File: config.mk
export PLATFORM = sky130hd
export DESIGN_NAME = blifo_cell
export DESIGN_NICKNAME = d
export VERILOG_FILES = /design/src/hdl/assert_macros.svh /design/src/hdl/blifo_pkg.sv /design/src/hdl/blifo_cell.sv
export SDC_FILE = /design/constraint.sdc
export NUM_CORES = 1
export LEC_CHECK = 0
export BUFFER_PORTS_ARGS = -buffer_cell sky130_fd_sc_hd__buf_2
export CORE_MARGIN = 2
export CORE_UTILIZATION = 45
export CTS_BUF_LIST = sky130_fd_sc_hd__clkbuf_4 sky130_fd_sc_hd__clkbuf_8
export CTS_CLUSTER_DIAMETER = 30
export DETAILED_ROUTE_END_ITERATION = 8
export GPL_TIMING_DRIVEN = 0
export PLACE_DENSITY = 0.81
export SYNTH_ARGS = -nofsm -noshare
export SYNTH_HDL_FRONTEND = slang
export SYNTH_SLANG_ARGS = --single-unit
File: constraint.sdc
create_clock -name clk -period 3.7 [get_ports clk]
set_input_delay 0.555 -clock clk [delete_from_list [all_inputs] [get_ports clk]]
set_output_delay 0.555 -clock clk [all_outputs]
set_load 0.05 [all_outputs]
File: src/hdl/assert_macros.svh
// Assertion helpers, clocked on clk, off while rst_n is low.
`ifndef ASSERT_MACROS_SVH
`define ASSERT_MACROS_SVH

`define ASSERT_ALWAYS(label, expr, msg) \
  label: assert property (@(posedge clk) disable iff (!rst_n) (expr)) else $error(msg);

`define ASSERT_NEXT(label, pre, post, msg) \
  label: assert property (@(posedge clk) disable iff (!rst_n) (pre) |=> (post)) \
    else $error(msg);

`endif

File: src/hdl/blifo_pkg.sv
package blifo_pkg;

  typedef enum logic [1:0] {
    KIND_PUSH = 2'd0,
    KIND_POP  = 2'd1,
    KIND_PEEK = 2'd2,
    KIND_NOP  = 2'd3
  } kind_t;

  typedef enum logic [1:0] {
    ST_OK        = 2'd0,
    ST_OVERFLOW  = 2'd1,
    ST_UNDERFLOW = 2'd2,
    ST_BADPOS    = 2'd3
  } status_t;

  typedef enum logic {
    S_IDLE = 1'b0,
    S_PEEK = 1'b1
  } state_t;

  localparam int unsigned CAP_RESET = 64;

  typedef struct packed {
    logic [1:0]         kind;
    logic signed [31:0] push_value;
    logic [6:0]         position;
  } in_t;

  typedef struct packed {
    logic signed [31:0] read_value;
    logic [1:0]         status;
    logic               empty_res;
    logic               full_res;
    logic [6:0]         count;
  } out_t;

  // one control word broadcast along the row
  typedef struct packed {
    logic push;
    logic pop;
    logic load;
    logic shift;
  } cell_ctrl_t;

endpackage

File: src/hdl/blifo_cell.sv
module blifo_cell (
  input  logic                   clk,
  input  blifo_pkg::cell_ctrl_t  ctrl,
  input  logic [31:0]            word_up_i,
  input  logic [31:0]            word_dn_i,
  input  logic [31:0]            rd_dn_i,
  output logic [31:0]            word_o,
  output logic [31:0]            rd_o
);

  logic [31:0] word_r, word_nxt;
  logic [31:0] rd_r, rd_nxt;

  always_comb begin
    word_nxt = word_r;
    rd_nxt   = rd_r;
    priority if (ctrl.push) begin
      word_nxt = word_up_i;
    end else if (ctrl.pop) begin
      word_nxt = word_dn_i;
    end else begin
      word_nxt = word_r;
    end
    priority if (ctrl.load) begin
      rd_nxt = word_r;
    end else if (ctrl.shift) begin
      rd_nxt = rd_dn_i;
    end else begin
      rd_nxt = rd_r;
    end
  end

  always_ff @(posedge clk) begin
    word_r <= word_nxt;
    rd_r   <= rd_nxt;
  end

  assign word_o = word_r;
  assign rd_o   = rd_r;

endmodule
# Word level (Yosys, flattened, before mapping)
# Index checks and enable logic that the tools add are counted.
dict set report totals {
  reg_bits 64
  latch_bits 0
  ramBits 0
  mem_bits_ro 0
  input_bits 101
  wordCells 8
  mem_count 0
}
dict set report classes {
  addsub 0
  n_mul 0
  div_mod_pow 0
  order_cmp 0
  n_eq_ne 0
  shifts 0
  mux 4
  bitwise 0
  reduce_logical 2
}
# operator n
set ops {}
lappend ops {{$mux 32} 4}
lappend ops {{$reduce_bool 2->1} 2}

# Depth between registers and ports, before layout
# Gate-level depths: netlist of run 1.
dict set report depth {
  ltp_word 2
  depth_mapped 3
  depth_no_buf 1
}

# Worst setup path after synthesis of run 1
# No wires, ideal clock.
dict set report synth_path {
  path_type {input -> register}
  from {input port ctrl[1] (netlist bit)}
  to {register rd_r[0], in the netlist rd_o[0], enable pin}
  setup_time_ns 0.390
  t_arrival_ns 1.577
  required_ns 3.310
  slack_ns 1.732
  cell_stages 3
  path_cell_list {buf_6 -> buf_12 -> or2_1}
}
dict set report synth_via {
  elab_chain_cells 1
}
# element line
set synth_rtl {}
lappend synth_rtl {{from (decl)} blifo_cell.sv:3} ;# input blifo_pkg::cell_ctrl_t ctrl,
lappend synth_rtl {{$reduce_bool 2->1 (no line)} -}
lappend synth_rtl {{to (signal assigned)} blifo_cell.sv:35} ;# rd_r <= rd_nxt;
lappend synth_rtl {{to (decl)} blifo_cell.sv:12} ;# logic [31:0] rd_r, rd_nxt;
# Every way passes these cells.
# A chain may end at the register's enable or synchronous reset.

# Worst setup path in the final report of run 1
dict set report layout_path {
  from {register word_r[3], in the netlist word_o[3]}
  to {output port word_o[3]}
}
# element line
set layout_lines {}
lappend layout_lines {{from (decl)} blifo_cell.sv:11} ;# logic [31:0] word_r, word_nxt;
lappend layout_lines {{from (signal assigned)} blifo_cell.sv:34} ;# word_r <= word_nxt;
lappend layout_lines {{to (decl)} blifo_cell.sv:7} ;# output logic [31:0] word_o,
# No word-level cell between the ends.

==> results of run 1 <==
[worst paths after layout]
kind / from / end / slack [ns] / cells past startpoint
min: rd_dn_i[2] / rd_o[2] / 0.51 / 2
max reg2reg: word_o[3] / rd_o[3] / 2.76 / 1
min reg2reg: word_o[29] / rd_o[29] / 0.58 / 1
max: word_o[3] / word_o[3] / 2.14 / 1
[logic make-up (layout without fill, tap and decap cells)]
| kind of cell | after synthesis | count (layout) |
|---|---|---|
| muxes | 64 | 64 |
| buffers and inverters | 8 | 186 |
| and+or+nand+nor | 2 | 2 |
| DFF | 64 | 64 |
[cells in the mapped netlist]
cell      number
edfxtp_1      64
mux2_4        58
buf_12         6
mux2_2         6
buf_6          2
or2_1          2
[state kept, by name, summed over array words and instances (netlist names)]
register and flops:
rd_o 32, word_o 32
[power by group]
group          switching (uW)  internal, uW  leakage [uW]
Sequential               29.3           896      0.000652
Combinational             379           194       0.00121
Clock                     288           386      0.000110
[layer usage]
layer | global-route usage [%] | share of wire [%] | vias up | wire, um
met2 | 31.1 | 52 | 103 | 3280
met3 | 6.54 | 8.2 | 14 | 513
met5 | 0 | 0 | - | 0
met1 | 17.9 | 37 | 892 | 2330
met4 | 8.95 | 2.3 | 0 | 144
li1 | - | - | 889 | -
[through the flow]
step / hold slack, ns / instance area (um2) / util [%] / total power (uW) / cells
after floorplan: 0.772 / 3020 / - / 1370 / 138
after global placement: 0.554 / 3920 / 61.1 / 1510 / 377
after detailed placement: 0.557 / 3920 / 61.1 / 1520 / 377
after CTS: 0.495 / 4150 / 64.6 / 2190 / 393
after global routing: 0.493 / 4150 / 64.6 / 2260 / 393
final: 0.514 / 4150 / 64.6 / 2170 / 393
[final cells by class]
| class | instances | area [um2] | share of cell area, % |
|---|---|---|---|
| multi-input cells | 66 | 951 | 22.9 |
| flip-flops and latches | 64 | 1920 | 46.3 |
| well taps | 77 | 96.3 | 2.32 |
| repair buffers | 162 | 811 | 19.5 |
| clock buffers | 9 | 124 | 2.99 |
| plain buffers | 8 | 143 | 3.44 |
| clock inverters | 7 | 103 | 2.47 |
==> results.cfg, run 1 <==
[yosys]
synth_area_leaders = edfxtp_1 (64%), mux2_4 (29%), buf_12 (4.0%), mux2_2 (2.2%), buf_6 (0.75%)
avgSynthCellArea_um2 = 21.9
synth_fa_ha_area_share_pct = 0
synth_area_leader_cell = edfxtp_1
synth_compound_area_share_pct = 0
synth_warnings = 0
synth-simple-area-share_pct = 0.415
seq_area_frac_synth_pct = 63.7
synthMuxAreaShare_pct = 31.1
ys_seq_elements = 64
netlist.area_leader.share_pct = 63.7
synth_top_family_by_area = multiplexers
syn_inst = 138
synthesis.area_um2 = 3020
synth_fp_nets = 239
ys_types = 6
synth_xor_area_share_pct = 0

[pwr]
power_density_nw_per_um2 = 523
leakagePower_uw = 0.00197
vdd_drop_max_mv = 0.315

[cts]
cts_tree = yes
h-tree-depth = 3
hold_buffers = 0
cts.clk_slew.worst_paths_ns = 0.08
clock-root-buffer = clkbuf_8
clk_latency_ns = 0.34
post_cts_resized = 0
cts_buffers = 9
clock_sinks = 64
post_cts_buffers = 0
clk_path_buf_depth = 2

[final_layout]
layout_common_cells = buf_2 (162), edfxtp_1 (64), mux2_4 (58)
final_common_cell = buf_2
fill_cells = 470
drive_above_1_share_pct = 79.7
antenna_cells = 0
layout-area-overhead-vs-synth_pct = 37.6
num-nets-final = 412

[global_route]
grt_pass1_wl_um = 9540
track_usage_pct = 17.5
antenna_found_initial = 0
gr-total-overflow = 0
grt_max_degree = 33
first_global_vias = 2013

[worst_setup_path]
crit_fanout = 2
worst_path_largest_cell_delay_ns = 0.39
cp.required_ns = 3.14
cp.arrival_ns = 1.00
crit_chain = buf_2
critPathBufInv = 1
cp-end-kind = output port
critical_path_class = reg -> out
startpoint_type = flip-flop
crit_family = flip-flops
cp_slowest_cell = edfxtp_1

[floorplanning]
start_util_pct = 47.0
row_count = 29
ios = 165
coreArea_um2 = 6420
die_h_um = 85.9
die_w_um = 85.9
die_area_um2 = 7370

[drt]
num_vias = 1898
wl_per_cell_um = 16.0
wl_um = 6270
drc = 8
viasPerCell = 4.83
drtAntennaViolNets = 0
dr.pass1.iters = 7
drtIter0Drc = 65

[placement]
io_buffers = 162
place_congestion = 0.821
dp_slack_ns = 1.35

[timing]
rsz0062_at_grt = false
relSlewSlack_pct = 48.6
min_period_ns = 1.56
setup_viol = 0
setup_slack_ns = 2.14
tightest_slew_ns = 0.771
timing.final.hold_violations = 0
clock_skew_ns = 0.00729
period_share_pct = 42.0
drv_slew = 0
fin_setup_tns_ns = 0
fmax_mhz = 643

[hold_path]
hp-class = in -> reg

[run]
maxCapViolCount = 0

[outcome]
violations = DRC
status = complete, but fails checks
No activity file was read; power rests on OpenSTA's default activity.
==> run 2: changes to the inputs <==
Settings changed: CORE_UTILIZATION 45 to 42, PLACE_DENSITY 0.81 to 0.79.
Clock period 3.7 ns to 1.39 ns, I/O delays scaled along.
==> results.cfg, run 2 (synthesized netlist as in run 1, its figures left out) <==
[global_route]
grt_max_degree = 33
grt_pass1_wl_um = 9140
gr-total-overflow = 0
antenna_found_initial = 0
first_global_vias = 1975
track_usage_pct = 15.8

[floorplanning]
start_util_pct = 43.9
die_h_um = 88.7
ios = 165
coreArea_um2 = 6870
row_count = 30
die_w_um = 88.7
die_area_um2 = 7870

[final_layout]
fin_util_pct = 61.0
num-nets-final = 412
fin_area_um2 = 4190
instances_no_fill = 412
antenna_cells = 0
final_common_cell = buf_2
drive_above_1_share_pct = 79.7
layout_common_cells = buf_2 (162), edfxtp_1 (64), mux2_4 (58)
layout-area-overhead-vs-synth_pct = 39.0

[drt]
viasPerCell = 4.59
wl_per_cell_um = 15.2
drtAntennaViolNets = 0
dr.pass1.iters = 4
drtIter0Drc = 46
num_vias = 1890
wl_um = 6250
drc = 0

[timing]
timing.final.hold_violations = 0
clock_skew_ns = 0.00830
relSlewSlack_pct = 48.2
fmax_mhz = 836
setup_viol = 0
min_period_ns = 1.20
rsz0062_at_grt = false
drv_slew = 0
fin_setup_tns_ns = 0
period_share_pct = 86.1
tightest_slew_ns = 0.778

[cts]
h-tree-depth = 3
clock-root-buffer = clkbuf_8
clk_latency_ns = 0.33
cts_buffers = 9
post_cts_resized = 0
clk_path_buf_depth = 2
hold_buffers = 0
clock_sinks = 64
cts.clk_slew.worst_paths_ns = 0.08
post_cts_buffers = 0
cts_tree = yes

[outcome]
status = finished, final reports clean

[worst_setup_path]
critPathBufInv = 1
crit_chain = buf_2
crit_family = flip-flops
cp_slowest_cell = edfxtp_1
worst_path_largest_cell_delay_ns = 0.38
cp.required_ns = 1.18
cp-end-kind = output port
critical_path_class = reg -> out
crit_fanout = 2
cp.arrival_ns = 0.99
startpoint_type = flip-flop

[placement]
place_area_um2 = 3950
place_congestion = 0.741
placed_cells = 396
io_buffers = 162
dp.final_hpwl_um = 4870

[pwr]
vdd_drop_max_mv = 0.695
power_density_nw_per_um2 = 1410
leakagePower_uw = 0.00198

[hold_path]
hp-class = in -> reg

[run]
maxCapViolCount = 0
[run 2: cell types whose count changed in the layout (fill, tap and decap cells not counted)]
cell	previous run	this run
inv_6	2	0
bufinv_16	2	3
clkinv_2	0	1
[run 2: routing by layer]
layer / track usage, % / share of wire (%) / vias up
met3: 4.66 / 8.7 / 10
met2: 28.3 / 53 / 106
met1: 16.9 / 36 / 886
met4: 7.99 / 1.8 / 0
li1: - / - / 888
met5: 0 / 0 / -
[run 2: through the flow]
step	power, uW	hold slack [ns]	worst slack (ns)
floorplan	3650	0.426	0.0678
detailed placement	4050	0.512	-0.175
CTS	5980	0.150	0.150
global placement	4020	0.509	-0.157
finish	5910	0.172	0.193
global route	6130	0.154	0.122
[run 2: cell type report]
type	count	area (um2)
Buffer	8	143
Clock buffer	9	124
Sequential cell	64	1920
Fill cell	534	2680
Multi-Input combinational cell	66	951
Clock inverter	7	120
Tap cell	96	120
Timing Repair Buffer	162	811
[run 2: report_power, final]
| part | switching (uW) | internal (uW) | total [uW] |
|---|---|---|---|
| logic | 1010 | 515 | 1530 |
| registers | 77.0 | 2380 | 2460 |
| clock network | 727 | 1190 | 1920 |
[run 2: worst paths after layout]
path                 startpoint    endpoint  slack [ns]  depth (start not counted)
setup / recovery     word_o[24]  word_o[24]        0.19                          1
hold / removal    word_up_i[26]  word_o[26]        0.17                          2
setup reg to reg      word_o[3]     rd_o[3]        0.46                          1
hold reg to reg       word_o[7]     rd_o[7]        0.57                          1
==> run 3: changes to the inputs <==
Settings changed: CORE_UTILIZATION 42 to 45, CTS_CLUSTER_SIZE set to 28, GPL_TIMING_DRIVEN 0 to unset, PLACE_DENSITY 0.79 to 0.81.
Clock period 1.39 ns to 1.4 ns, I/O delays scaled along.
==> results.cfg, run 3 (synthesized netlist as in run 1, its figures left out) <==
[outcome]
status = complete, but fails checks
violations = DRC

[worst_setup_path]
critical_path_class = reg -> out
startpoint_type = flip-flop
crit_fanout = 2
cp-end-kind = output port
crit_chain = buf_2
crit_family = flip-flops
critPathBufInv = 1
worst_path_largest_cell_delay_ns = 0.38
cp.arrival_ns = 0.98
cp_slowest_cell = edfxtp_1
cp.required_ns = 1.19

[global_route]
gr-total-overflow = 0
first_global_vias = 2022
track_usage_pct = 17.5
grt_pass1_wl_um = 9630
grt_max_degree = 33
antenna_found_initial = 0

[cts]
post_cts_resized = 0
cts_tree = yes
cts_buffers = 9
clock_sinks = 64
h-tree-depth = 3
hold_buffers = 0
clk_path_buf_depth = 2
clock-root-buffer = clkbuf_8
clk_latency_ns = 0.32
post_cts_buffers = 0
cts.clk_slew.worst_paths_ns = 0.07

[pwr]
power_density_nw_per_um2 = 1330
leakagePower_uw = 0.00195
vdd_drop_max_mv = 0.670

[timing]
fin_setup_tns_ns = 0
tightest_slew_ns = 0.269
relSlewSlack_pct = 82.2
timing.final.hold_violations = 0
period_share_pct = 85.2
setup_viol = 0
min_period_ns = 1.19
drv_slew = 0
clock_skew_ns = 0.00482
fmax_mhz = 839
hold_ws_ns = 0.186
rsz0062_at_grt = false

[floorplanning]
die_w_um = 85.9
ios = 165
coreArea_um2 = 6420
die_h_um = 85.9
die_area_um2 = 7370
row_count = 29
start_util_pct = 47.0

[placement]
io_buffers = 164
place_congestion = 0.806

[drt]
drtAntennaViolNets = 0
dr.pass1.iters = 6
drc = 10
viasPerCell = 4.80
wl_per_cell_um = 15.9
drtIter0Drc = 57
num_vias = 1881
wl_um = 6230

[final_layout]
final_common_cell = buf_2
num-nets-final = 412
antenna_cells = 0
layout_common_cells = buf_2 (164), edfxtp_1 (64), mux2_4 (58)
layout-area-overhead-vs-synth_pct = 34.8
register_area_um2 = 1920
fin_util_pct = 63.3
multi_input_area_um2 = 951
drive_above_1_share_pct = 79.4
fill_cells = 483

[run]
maxCapViolCount = 0

[hold_path]
hp-class = in -> reg
## run 3: changes by cell type in the layout (fill, tap and decap cells not counted), sizes merged
cell | before | now
clkinvlp | 1 | 0
clkinv | 3 | 4
bufinv | 3 | 1
clkbuf | 9 | 10
## run 3: path summary, 6_finish.rpt
| check | end | cells after the start | start | slack [ns] |
|---|---|---|---|---|
| max | word_o[5] | 1 | word_o[5] | 0.21 |
| min | rd_o[22] | 2 | rd_dn_i[22] | 0.19 |
| max reg2reg | rd_o[5] | 1 | word_o[5] | 0.46 |
| min reg2reg | rd_o[0] | 1 | word_o[0] | 0.57 |
## run 3: per-layer routing
layer  global-route usage (%)  wire [um]  vias to the layer above
met2                     30.0       3130                      119
li1                         -          -                      883
met1                     19.8       2410                      864
met3                     4.52        513                       15
met5                        0          0                        -
met4                     9.38        170                        0
## run 3: power breakdown
part	internal [uW]	total [uW]	switching (uW)
registers	2370	2450	80.5
logic	501	1500	999
clock network	817	1470	650
total	3690	5420	1730
## run 3: final cells by class
| class | count | area share (%) |
|---|---|---|
| Clock buffer | 10 | 3.23 |
| Clock inverter | 5 | 1.20 |
| Multi-Input combinational cell | 66 | 23.4 |
| Sequential cell | 64 | 47.3 |
| Tap cell | 77 | 2.37 |
| Timing Repair Buffer | 170 | 22.5 |
## run 3: metrics by stage
step,power [uW],cell area (um2),setup slack [ns],instances
floorplan,3620,3020,0.0763,138
global placement,3970,3880,0.145,377
detailed placement,4000,3880,0.131,377
CTS,5460,4070,0.190,392
global route,5620,4070,0.163,392
finish,5420,4070,0.207,392
